===== config.mk =====
export PLATFORM = sky130hd
export DESIGN_NAME = waypoint_time_scaler_unit
export DESIGN_NICKNAME = d
export VERILOG_FILES = /design/src/sv/wpts_pkg.sv /design/src/sv/wpts_div.sv /design/src/sv/waypoint_time_scaler_unit.sv
export SDC_FILE = /design/constraint.sdc
export NUM_CORES = 2
export LEC_CHECK = 0
export CORE_ASPECT_RATIO = 1.5
export CORE_MARGIN = 8
export CORE_UTILIZATION = 33
export DETAILED_ROUTE_END_ITERATION = 10
export DONT_BUFFER_PORTS = 1
export PLACE_DENSITY = 0.44
export SETUP_SLACK_MARGIN = 0.2
export SLEW_MARGIN = 5
export SYNTH_ARGS = -nofsm -noshare
export SYNTH_HDL_FRONTEND = slang
export SYNTH_HIERARCHICAL = 1
export SYNTH_SLANG_ARGS = --single-unit
export TNS_END_PERCENT = 10

===== constraint.sdc =====
create_clock -name aclk -period 18.5 [get_ports aclk]
set_input_delay 3.7 -clock aclk [delete_from_list [all_inputs] [get_ports aclk]]
set_output_delay 3.7 -clock aclk [all_outputs]
set_load 0.1 [all_outputs]

===== src/sv/wpts_pkg.sv =====
`timescale 1ns / 1ps
// Shared types and constants for the waypoint time scaler.
// No dependencies; imported by wpts_div and waypoint_time_scaler_unit.
package wpts_pkg;

    localparam int NUM_POS    = 6;
    localparam int POS_W      = 32;
    localparam int TIME_W     = 48;
    localparam int COUNT_W    = 8;
    localparam int VEL_W      = 32;
    localparam int FRAC_W     = 16;
    localparam int DIVIDEND_W = POS_W + 1 + FRAC_W;
    localparam int DIVISOR_W  = VEL_W;
    localparam int S_TDATA_W  = NUM_POS * POS_W + COUNT_W;
    localparam int M_TDATA_W  = TIME_W + NUM_POS * POS_W;
    localparam int CFG_IDX_W  = 3;
    localparam int JNT_W      = 3;

    // 0.001 rad/s in Q16.16 and 0.01 s in Q32.16, both rounded to nearest
    localparam logic [VEL_W-1:0]  VMAX_FLOOR = 32'd66;
    localparam logic [TIME_W-1:0] DT_FLOOR   = 48'd655;

    localparam logic [CFG_IDX_W-1:0] CFG_JOINT_COUNT = 3'd0;
    localparam logic [CFG_IDX_W-1:0] CFG_MAX_VEL_0   = 3'd1;
    localparam logic [CFG_IDX_W-1:0] CFG_MAX_VEL_5   = 3'd6;

    typedef enum logic [1:0] {
        STATUS_OK        = 2'd0,
        STATUS_NO_JOINTS = 2'd1,
        STATUS_BAD_COUNT = 2'd2,
        STATUS_OVERFLOW  = 2'd3
    } status_t;

    typedef enum logic [2:0] {
        S_IDLE,
        S_EVAL,
        S_LOAD,
        S_DIV,
        S_SUM,
        S_OUT
    } state_t;

endpackage


===== src/sv/wpts_div.sv =====
`timescale 1ns / 1ps
// Restoring radix-2 divider, one quotient bit per cycle.
// Depends on wpts_pkg for operand widths.
module wpts_div (
    input  logic                             aclk,
    input  logic                             aresetn,
    input  logic                             start,
    input  logic [wpts_pkg::DIVIDEND_W-1:0]  dividend,
    input  logic [wpts_pkg::DIVISOR_W-1:0]   divisor,
    output logic                             done,
    output logic [wpts_pkg::DIVIDEND_W-1:0]  quotient
);
    import wpts_pkg::*;

    localparam int CNT_W = $clog2(DIVIDEND_W);
    localparam logic [CNT_W-1:0] CNT_LAST = CNT_W'(DIVIDEND_W - 1);

    logic                  busy_reg, busy_next;
    logic                  done_reg, done_next;
    logic [CNT_W-1:0]      cnt_reg, cnt_next;
    logic [DIVISOR_W-1:0]  rem_reg, rem_next;
    logic [DIVIDEND_W-1:0] quo_reg, quo_next;
    logic [DIVISOR_W-1:0]  dvs_reg, dvs_next;

    logic [DIVISOR_W:0]    trial;
    logic [DIVISOR_W+1:0]  diff;
    logic                  fits;

    // shift in the next dividend bit and try a subtract
    assign trial = {rem_reg, quo_reg[DIVIDEND_W-1]};
    assign diff  = {1'b0, trial} - {2'b00, dvs_reg};
    assign fits  = ~diff[DIVISOR_W+1];

    always_comb begin
        busy_next = busy_reg;
        done_next = 1'b0;
        cnt_next  = cnt_reg;
        rem_next  = rem_reg;
        quo_next  = quo_reg;
        dvs_next  = dvs_reg;
        if (start) begin
            busy_next = 1'b1;
            cnt_next  = '0;
            rem_next  = '0;
            quo_next  = dividend;
            dvs_next  = divisor;
        end else if (busy_reg) begin
            rem_next = fits ? diff[DIVISOR_W-1:0] : trial[DIVISOR_W-1:0];
            quo_next = {quo_reg[DIVIDEND_W-2:0], fits};
            if (cnt_reg == CNT_LAST) begin
                busy_next = 1'b0;
                done_next = 1'b1;
            end else begin
                cnt_next = cnt_reg + 1'b1;
            end
        end
    end

    always_ff @(posedge aclk) begin
        if (!aresetn) begin
            busy_reg <= 1'b0;
            done_reg <= 1'b0;
            cnt_reg  <= '0;
        end else begin
            busy_reg <= busy_next;
            done_reg <= done_next;
            cnt_reg  <= cnt_next;
        end
    end

    always_ff @(posedge aclk) begin
        rem_reg <= rem_next;
        quo_reg <= quo_next;
        dvs_reg <= dvs_next;
    end

    assign done     = done_reg;
    assign quotient = quo_reg;

endmodule


===== src/sv/waypoint_time_scaler_unit.sv =====
`timescale 1ns / 1ps
// Top level of the velocity-limited waypoint time scaler.
// Depends on wpts_pkg and wpts_div.
//
// Usage:
//   s_ channel takes one waypoint per transaction: six Q16.16 joint
//   positions and the request's waypoint count. m_ channel returns one
//   point per waypoint: the Q32.16 time stamp and the active joint
//   positions in m_tdata, the status in m_tuser and the end-of-request
//   mark in m_tlast. The cfg_ channel writes joint_count (index 0) and
//   max_vel_0..5 (indexes 1..6); write it only while the block is idle.
// Sequence: a first point or an errored waypoint goes from S_EVAL straight
//   to S_OUT. A later point runs one division per active joint on the
//   shared divider (S_LOAD then S_DIV per joint), then S_SUM and S_OUT;
//   the divider forms its 49-bit quotient one bit a cycle.
// Flow: one waypoint at a time; s_tready is high only when idle, so the
//   next waypoint can be taken the cycle after the result leaves.
// Reset: clears elapsed time, point index and stored positions, restores
//   joint_count to 6 and every max_vel to 1.0 rad/s.
// Stall: a result holds on m_ while m_tready is low; no new waypoint is
//   taken until it leaves.
module waypoint_time_scaler_unit #(
    parameter int JOINTS          = 6,
    parameter int MAX_REQ_POINTS  = 64,
    parameter int MAX_PLAN_POINTS = 64
) (
    input  logic                             aclk,
    input  logic                             aresetn,
    // input waypoints
    input  logic                             s_tvalid,
    output logic                             s_tready,
    // pos_0 .. pos_5, waypoint_count
    input  logic [wpts_pkg::S_TDATA_W-1:0]   s_tdata,
    // timed points
    output logic                             m_tvalid,
    input  logic                             m_tready,
    // point_time, out_pos_0 .. out_pos_5
    output logic [wpts_pkg::M_TDATA_W-1:0]   m_tdata,
    // status
    output logic [1:0]                       m_tuser,
    output logic                             m_tlast,
    // configuration writes
    input  logic                             cfg_valid,
    output logic                             cfg_ready,
    input  logic [wpts_pkg::CFG_IDX_W-1:0]   cfg_index,
    input  logic [wpts_pkg::VEL_W-1:0]       cfg_data
);
    import wpts_pkg::*;

    state_t state_reg, state_next;

    // configuration
    logic [JNT_W-1:0] joint_count_reg;
    logic [VEL_W-1:0] max_vel_reg [NUM_POS];

    // request state
    logic [POS_W-1:0]   prev_pos_reg [NUM_POS];
    logic [POS_W-1:0]   prev_pos_next [NUM_POS];
    logic [TIME_W-1:0]  elapsed_reg, elapsed_next;
    logic [COUNT_W-1:0] index_reg, index_next;

    // latched waypoint and per-item work
    logic [POS_W-1:0]   in_pos_reg [NUM_POS];
    logic [COUNT_W-1:0] count_reg;
    logic [JNT_W-1:0]   jnt_reg, jnt_next;
    logic [TIME_W-1:0]  dt_reg, dt_next;

    // result register
    logic [TIME_W-1:0]  out_time_reg, out_time_next;
    logic [POS_W-1:0]   out_pos_reg [NUM_POS];
    logic [POS_W-1:0]   out_pos_next [NUM_POS];
    status_t            out_status_reg, out_status_next;
    logic               out_last_reg, out_last_next;

    logic               s_hs, m_hs;
    logic [JNT_W-1:0]   dof;
    status_t            status;
    logic               is_last;
    logic               div_start, div_done;
    logic [DIVIDEND_W-1:0] div_dividend, div_quotient;
    logic [DIVISOR_W-1:0]  div_divisor;
    logic [POS_W:0]        pos_diff;
    logic [POS_W:0]        dq;
    logic [VEL_W-1:0]      vsel;
    logic [TIME_W-1:0]     jt, dt_floored;
    logic [TIME_W:0]       time_sum;
    logic [TIME_W-1:0]     time_sat;

    assign s_hs      = s_tvalid & s_tready;
    assign m_hs      = m_tvalid & m_tready;
    assign cfg_ready = 1'b1;

    // active joints, clamped to the build-time joint count
    assign dof = (joint_count_reg > JNT_W'(JOINTS)) ? JNT_W'(JOINTS) : joint_count_reg;

    // error precedence: no joints, then bad count, then plan overflow
    always_comb begin
        priority if (dof == '0)
            status = STATUS_NO_JOINTS;
        else if (count_reg < COUNT_W'(2) || count_reg > COUNT_W'(MAX_REQ_POINTS))
            status = STATUS_BAD_COUNT;
        else if (count_reg > COUNT_W'(MAX_PLAN_POINTS))
            status = STATUS_OVERFLOW;
        else
            status = STATUS_OK;
    end

    assign is_last = ({1'b0, index_reg} + 1'b1) >= {1'b0, count_reg};

    // operands for the selected joint: |dq| << 16 over the floored speed
    assign pos_diff = {in_pos_reg[jnt_reg][POS_W-1], in_pos_reg[jnt_reg]}
                    - {prev_pos_reg[jnt_reg][POS_W-1], prev_pos_reg[jnt_reg]};
    assign dq       = pos_diff[POS_W] ? (~pos_diff + 1'b1) : pos_diff;
    assign vsel     = max_vel_reg[jnt_reg];
    assign div_dividend = {dq, {FRAC_W{1'b0}}};
    assign div_divisor  = (vsel < VMAX_FLOOR) ? VMAX_FLOOR : vsel;

    // quotient stays below 2^42, so the top bit is always clear
    assign jt = div_quotient[TIME_W-1:0];

    // floor the segment time, add, saturate
    assign dt_floored = (dt_reg < DT_FLOOR) ? DT_FLOOR : dt_reg;
    assign time_sum   = {1'b0, elapsed_reg} + {1'b0, dt_floored};
    assign time_sat   = time_sum[TIME_W] ? {TIME_W{1'b1}} : time_sum[TIME_W-1:0];

    wpts_div u_div (
        .aclk     (aclk),
        .aresetn  (aresetn),
        .start    (div_start),
        .dividend (div_dividend),
        .divisor  (div_divisor),
        .done     (div_done),
        .quotient (div_quotient)
    );

    // next state
    always_comb begin
        state_next = state_reg;
        unique case (state_reg)
            S_IDLE: begin
                if (s_hs) state_next = S_EVAL;
            end
            S_EVAL: begin
                if (status != STATUS_OK || index_reg == '0)
                    state_next = S_OUT;
                else
                    state_next = S_LOAD;
            end
            S_LOAD: begin
                state_next = S_DIV;
            end
            S_DIV: begin
                if (div_done)
                    state_next = (jnt_reg + 1'b1 == dof) ? S_SUM : S_LOAD;
            end
            S_SUM: begin
                state_next = S_OUT;
            end
            S_OUT: begin
                if (m_hs) state_next = S_IDLE;
            end
            default: state_next = S_IDLE;
        endcase
    end

    // state outputs
    always_comb begin
        s_tready  = 1'b0;
        m_tvalid  = 1'b0;
        div_start = 1'b0;
        unique case (state_reg)
            S_IDLE:  s_tready  = 1'b1;
            S_LOAD:  div_start = 1'b1;
            S_OUT:   m_tvalid  = 1'b1;
            S_EVAL, S_DIV, S_SUM: ;
            default: ;
        endcase
    end

    // datapath next values
    always_comb begin
        elapsed_next    = elapsed_reg;
        index_next      = index_reg;
        jnt_next        = jnt_reg;
        dt_next         = dt_reg;
        out_time_next   = out_time_reg;
        out_status_next = out_status_reg;
        out_last_next   = out_last_reg;
        for (int j = 0; j < NUM_POS; j++) begin
            prev_pos_next[j] = prev_pos_reg[j];
            out_pos_next[j]  = out_pos_reg[j];
        end

        unique case (state_reg)
            S_EVAL: begin
                jnt_next = '0;
                dt_next  = '0;
                if (status != STATUS_OK) begin
                    // drop the request: zero result, restart on the next item
                    out_time_next   = '0;
                    out_status_next = status;
                    out_last_next   = 1'b1;
                    elapsed_next    = '0;
                    index_next      = '0;
                    for (int j = 0; j < NUM_POS; j++)
                        out_pos_next[j] = '0;
                end else if (index_reg == '0) begin
                    // first point of a request sits at time zero
                    out_time_next   = '0;
                    out_status_next = STATUS_OK;
                    out_last_next   = is_last;
                    elapsed_next    = '0;
                    index_next      = is_last ? '0 : index_reg + 1'b1;
                    for (int j = 0; j < NUM_POS; j++) begin
                        prev_pos_next[j] = in_pos_reg[j];
                        out_pos_next[j]  = (JNT_W'(j) < dof) ? in_pos_reg[j] : '0;
                    end
                end
            end
            S_DIV: begin
                if (div_done) begin
                    if (jt > dt_reg) dt_next = jt;
                    jnt_next = jnt_reg + 1'b1;
                end
            end
            S_SUM: begin
                out_time_next   = time_sat;
                out_status_next = STATUS_OK;
                out_last_next   = is_last;
                elapsed_next    = is_last ? '0 : time_sat;
                index_next      = is_last ? '0 : index_reg + 1'b1;
                for (int j = 0; j < NUM_POS; j++) begin
                    prev_pos_next[j] = in_pos_reg[j];
                    out_pos_next[j]  = (JNT_W'(j) < dof) ? in_pos_reg[j] : '0;
                end
            end
            S_IDLE, S_LOAD, S_OUT: ;
            default: ;
        endcase
    end

    // control state and configuration
    always_ff @(posedge aclk) begin
        if (!aresetn) begin
            state_reg       <= S_IDLE;
            joint_count_reg <= JNT_W'(NUM_POS);
            for (int j = 0; j < NUM_POS; j++) begin
                max_vel_reg[j]  <= VEL_W'(32'h0001_0000);
                prev_pos_reg[j] <= '0;
            end
            elapsed_reg     <= '0;
            index_reg       <= '0;
        end else begin
            state_reg   <= state_next;
            elapsed_reg <= elapsed_next;
            index_reg   <= index_next;
            for (int j = 0; j < NUM_POS; j++)
                prev_pos_reg[j] <= prev_pos_next[j];
            if (cfg_valid && cfg_ready) begin
                if (cfg_index == CFG_JOINT_COUNT)
                    joint_count_reg <= cfg_data[JNT_W-1:0];
                else if (cfg_index >= CFG_MAX_VEL_0 && cfg_index <= CFG_MAX_VEL_5)
                    max_vel_reg[cfg_index - CFG_MAX_VEL_0] <= cfg_data;
            end
        end
    end

    // payload: latch the waypoint on acceptance, advance work registers
    always_ff @(posedge aclk) begin
        if (s_hs) begin
            for (int j = 0; j < NUM_POS; j++)
                in_pos_reg[j] <= s_tdata[j*POS_W +: POS_W];
            count_reg <= s_tdata[NUM_POS*POS_W +: COUNT_W];
        end
        jnt_reg        <= jnt_next;
        dt_reg         <= dt_next;
        out_time_reg   <= out_time_next;
        out_status_reg <= out_status_next;
        out_last_reg   <= out_last_next;
        for (int j = 0; j < NUM_POS; j++)
            out_pos_reg[j] <= out_pos_next[j];
    end

    always_comb begin
        m_tdata[TIME_W-1:0] = out_time_reg;
        for (int j = 0; j < NUM_POS; j++)
            m_tdata[TIME_W + j*POS_W +: POS_W] = out_pos_reg[j];
    end
    assign m_tuser = out_status_reg;
    assign m_tlast = out_last_reg;

endmodule


# Word level (Yosys, flattened, before mapping)
# Memory sizes are Yosys's and may differ from the RTL's. A register that Yosys moved wholly into a read port is not among the register bits.
# Cells that the tools add are included.
[word_totals]
regBits = 293
latchBits = 0
mem_bits_rw = 768
mem_bits_ro = 0
input_bits = 240
out_inout_bits = 246
word_cells = 170
memories = 4
[mem_list]
columns = ["name", "words", "width", "read_ports", "rd_clocked_by_memory_dff", "wr", "line_no", "source"]
rows = [
  ["in_pos_reg", 6, 32, 7, 1, 6, "waypoint_time_scaler_unit.sv:63", "logic [POS_W-1:0] in_pos_reg [NUM_POS];"],
  ["max_vel_reg", 6, 32, 1, 1, 6, "waypoint_time_scaler_unit.sv:54", "logic [VEL_W-1:0] max_vel_reg [NUM_POS];"],
  ["out_pos_reg", 6, 32, 6, 0, 6, "waypoint_time_scaler_unit.sv:70", "logic [POS_W-1:0] out_pos_reg [NUM_POS];"],
  ["prev_pos_reg", 6, 32, 1, 1, 6, "waypoint_time_scaler_unit.sv:57", "logic [POS_W-1:0] prev_pos_reg [NUM_POS];"],
]
[classes]
addsub = 9
multipliers = 0
div_mod_pow = 0
magnitude_cmp = 15
n_eq_ne = 15
n_shift = 0
muxes = 76
bitwise_logic = 13
reduce_logical = 21
[ops]
columns = ["op", "count"]
rows = [
  ["$mux 192", 4],
  ["$pmux 192 s2", 2],
  ["$mux 32", 14],
  ["$mux 48", 7],
  ["$pmux 48 s2", 3],
  ["$mux 49", 2],
  ["$add 48x48->49", 1],
  ["$gt 48x48->1", 1],
  ["$lt 48x10->1 const B", 1],
  ["$sub 33x32->34", 1],
  ["$add 33x1->33 const B", 1],
  ["$mux 3", 11],
  ["$mux 33", 1],
  ["$not 33->33", 1],
  ["$sub 32x32->33", 1],
  ["$lt 32x7->1 const B", 1],
  ["$reduce_or 32->1", 1],
  ["$mux 8", 3],
  ["$mux 1", 19],
  ["$pmux 3 s6", 1],
  ["$pmux 8 s2", 1],
  ["$mux 2", 5],
  ["$ne 2x2->1 const B", 5],
  ["$add 8x1->9 const B", 1],
  ["36 further kinds", 61],
]

# Depth between registers and ports, before layout
[depth]
ltp_word = 9
mapped_depth = 23
mapped_depth_nobuf = 17

# Hierarchy
# The synthesis kept the hierarchy.
[modules_own_cells]
columns = ["module", "n_inst", "cells_each", "area_per_inst_um2", "seq_area_each_um2"]
rows = [
  ["waypoint_time_scaler_unit", 1, 3572, 47225.3, 29588.4],
  ["wpts_div", 1, 628, 6750.2, 3233.1],
]

# Worst setup path after synthesis
# Ideal clock, no wire load.
[synth_path]
path_type = "flip-flop to flip-flop"
start = "register index_reg[0]"
end = "memory prev_pos_reg[0][0] (enable)"
setup_time_ns = 1.010
t_arrival_ns = 15.048
t_required_ns = 17.490
slack_ns = 2.442
stages_incl_launch_ff = 7
path_buffers = 0
path_cell_list = "dfxtp_1 -> inv_1 -> ha_1 -> or4b_2 -> o41ai_1 -> a31oi_1 -> o21ai_0"
[synth_lines]
columns = ["element", "line_no", "source"]
rows = [
  ["start, declared", "waypoint_time_scaler_unit.sv:60", "logic [COUNT_W-1:0] index_reg, index_next;"],
  ["start signal, assigned", "waypoint_time_scaler_unit.sv:256", "index_reg <= index_next;"],
  ["end, declared", "waypoint_time_scaler_unit.sv:57", ""],
]

==> results.sh <==
export IMPL_run_status="complete, no violations"
export IMPL_maximum_fanout_along_the_worst_path=51
export IMPL_cts_root_to_sink_buffers=3
export IMPL_final_setup_viol_count=0
export IMPL_tightest_slew_ns=1.135
export IMPL_cts_resized_gates=0
export IMPL_synth_avg_cell_area_um2=12.85
export IMPL_gr_usage_all_layers=0.1734
export IMPL_worstSetupEndpointType="flip-flop"
export IMPL_worst_clock_skew_ns=0.06813
export IMPL_post_synth_and_or_nand_nor_area_fraction=0.1328
export IMPL_drtIter0Drc=2156
export IMPL_die_width_um=346.2
export IMPL_timing_final_ws_setup_ns=11.84
export IMPL_final_max_slew_viol_count=0
export IMPL_synth_cells=4200
export IMPL_place_ws_ns=11.41
export IMPL_max_slew_margin=0.2432
export IMPL_worstPathRequired_ns=19.00
export IMPL_dr_pass1_iters=6
export IMPL_route_layer_met1_wl_um=70230
export IMPL_grt_antenna_before_repair=43
export IMPL_layout_drive_gt1_share=0.1313
export IMPL_htree_num_levels=3
export IMPL_post_synth_mux_area_share=0.08422
export IMPL_area_growth_synth_to_final_pct=11.14
export IMPL_post_synth_fa_ha_maj_area_fraction=0.04237
export IMPL_design_portCount=486
export IMPL_drt_vias_per_instance=5.115
export IMPL_route_detailed_wl_per_inst_um=24.93
export IMPL_grt_setup_unrepaired="no"
export IMPL_tns_ns=0
export IMPL_residual_drc=0
export IMPL_portBuffers=0
export IMPL_worst_path_max_delay_cell="sky130_fd_sc_hd__buf_4"
export IMPL_clk_transition_reported_paths_ns=0.07
export IMPL_fin_crit_sh=0.3599
export IMPL_synthXorXnorAreaFrac=0.02174
export IMPL_total_placed_cells_including_tap_cells=6120
export IMPL_start_util=0.3306
export IMPL_dp_hpwl_um=111600
export IMPL_post_synthesis_sequential_area_ratio=0.6081
export IMPL_synth_cell_types=101
export IMPL_final_common_cell="sky130_fd_sc_hd__edfxtp_1"
export IMPL_timing_critical_path_from_type="flip-flop"
export IMPL_total_leakage_power_uw=0.02191
export IMPL_main_combinational_cell_family_by_area_after_synthesis="simple AND/OR/NAND/NOR gates"
export IMPL_finish_cell_count_without_fillers=6357
export IMPL_tritoncts_num_buffers=114
export IMPL_met2_wire_length_um=73500
export IMPL_hp_class="reg2reg"
export IMPL_ys_warnings_count=6
export IMPL_detailroute_via_count=32520
export IMPL_placementRows=182
export IMPL_post_cts_setup_buffer_count=0
export IMPL_floorplan_core_area_um2=163300
export IMPL_drt_antenna_violating_nets=0
export IMPL_critical_path_max_stage_delay_ns=0.86
export IMPL_clock_sinks=1128
export IMPL_num_nets_final=4541
export IMPL_clock_root_buffer="sky130_fd_sc_hd__clkbuf_16"
export IMPL_met3_length_um=11860
export IMPL_drt_wl_total_um=158500
export IMPL_hold_viol_final=0
export IMPL_async_reset_ff_frac=0
export IMPL_synth_cell_area_um2=53980
export IMPL_postSynthRegisterBits=1128
export IMPL_clock_insertion_delay_worst_skew_ns=0.77
export IMPL_number_of_flip_flops_in_the_largest_register=256
export IMPL_max_cap_violations=0
export IMPL_synth_flop_cell="sky130_fd_sc_hd__edfxtp_1"
export IMPL_synthesized_area_fraction_occupied_by_ao_oa_aoi_and_oai_cells=0.07916
export IMPL_cp_cell_sequence="buf_4, buf_4, mux4_2, nor2_1, a21oi_1, ha_1, nand3_1, or2_2, nor3_1, o211ai_1, a21oi_1, o21ai_2, a31oi_2, nor2_1, xor2_1, mux2_2"
export IMPL_grt_pass1_wl_um=231400
export IMPL_final_period_minus_worst_setup_slack_ns=6.658
export IMPL_postCtsHoldBufs=0
export IMPL_critPathArrivalTime_ns=7.16
export IMPL_path_class="reg2reg"
export IMPL_synth_enable_flop_cells=1023
export IMPL_power_ir_vdd_worst_v=0.0001218
export IMPL_grt_max_degree=176
export IMPL_fp_dieH_um=511.3
export IMPL_grt_overflow_total=0
export IMPL_clock_tree_from_tritoncts="built"
export IMPL_cellPowerDensity_nw_per_um2=166.1
export IMPL_vias_in_the_first_global_route=33460
export IMPL_layout_cells_most_common_list="1023 x sky130_fd_sc_hd__edfxtp_1, 393 x sky130_fd_sc_hd__nor2_1, 365 x sky130_fd_sc_hd__and2_1, 254 x sky130_fd_sc_hd__nand2_1, 178 x sky130_fd_sc_hd__ha_1"
export IMPL_top_signal_layer_used="met5"
export IMPL_max_freq_ghz=0.1502
export IMPL_fp_dieArea_um2=177000
export IMPL_place_congestion=0.8129
cells in the mapped netlist (all sizes together), types with 81 or more instances:
| cell | n | share of area |
|---|---|---|
| edfxtp | 1023 | 0.57 |
| nand2 | 262 | 0.018 |
| a21oi | 168 | 0.016 |
| nor2 | 398 | 0.028 |
| mux4 | 128 | 0.053 |
| clkbuf | 218 | 0.015 |
| a21o | 81 | 0.011 |
| mux2 | 81 | 0.017 |
| inv | 166 | 0.012 |
| and3 | 120 | 0.014 |
| and2 | 371 | 0.043 |
| dfxtp | 105 | 0.039 |
| ha | 178 | 0.041 |
| xnor2 | 81 | 0.013 |
| o21ai | 178 | 0.017 |
worst max-delay path, delay by kind of cell (launching register included):
kind | cells | cell delay, ns
buffers and inverters | 2 | 1.57
AO/OA/AOI/OAI | 5 | 1.43
AND/OR/NAND/NOR | 5 | 1.08
multiplexers | 2 | 0.87
flip-flops | 1 | 0.71
adder cells (fa/ha/maj) | 1 | 0.46
XOR/XNOR | 1 | 0.18
logic make-up (layout without fill, tap and decap cells):
logic type | count (synthesis) | after routing
AOI/OAI and AO/OA | 642 | 642
xor gates and xnor gates | 134 | 134
adders and majority gates | 181 | 181
buffers and inverters | 426 | 430
DFF | 1128 | 1128
muxes | 284 | 284
other | 2 | 39
and+or+nand+nor | 1403 | 1403
layer usage:
layer	global-route usage	up-vias
met1	0.2303	16190
met4	0.04021	20
li1	-	15270
met3	0.04974	171
met5	0	-
met2	0.2808	860
per-stage QoR:
step / util / instance area (um2) / hold slack [ns] / power [uW]
after global placement: 0.3438 / 56140 / 0.4424 / 7692
after detailed placement: 0.3438 / 56140 / 0.4518 / 7686
final: 0.3674 / 59990 / 0.4567 / 9965
after global routing: 0.3671 / 59940 / 0.4850 / 10480
after CTS: 0.3671 / 59930 / 0.4606 / 10100
after floorplan: - / 54030 / 0.4315 / 6895
where the power goes:
group | internal [uW] | leakage (uW) | switching (uW) | total [uW]
sequential | 3330 | 0.0107 | 1460 | 4790
clock | 1290 | 0.00184 | 1070 | 2360
combinational | 1060 | 0.00940 | 1750 | 2810
total | 5690 | 0.0219 | 4280 | 9970
worst paths after layout:
path,cells past startpoint,start,slack (ns),end
max,16,flip-flop,11.84,u_div/quotient[19]
min,2,elapsed_reg[42],0.46,elapsed_reg[42]
max reg2reg,16,flip-flop,11.84,u_div/quotient[19]
min reg2reg,2,elapsed_reg[42],0.46,elapsed_reg[42]
area by class of cell:
cell class	count	area, um2
antenna	22	55.05
timing repair buffer	47	385.4
multi-input combinational	2661	19630
clock buffer	132	2973
sequential	1128	32840
inverter	168	638.1
clock inverter	83	825.8
fill	15670	103300
tap	2116	2648
Power figures use the tool's default switching activity.
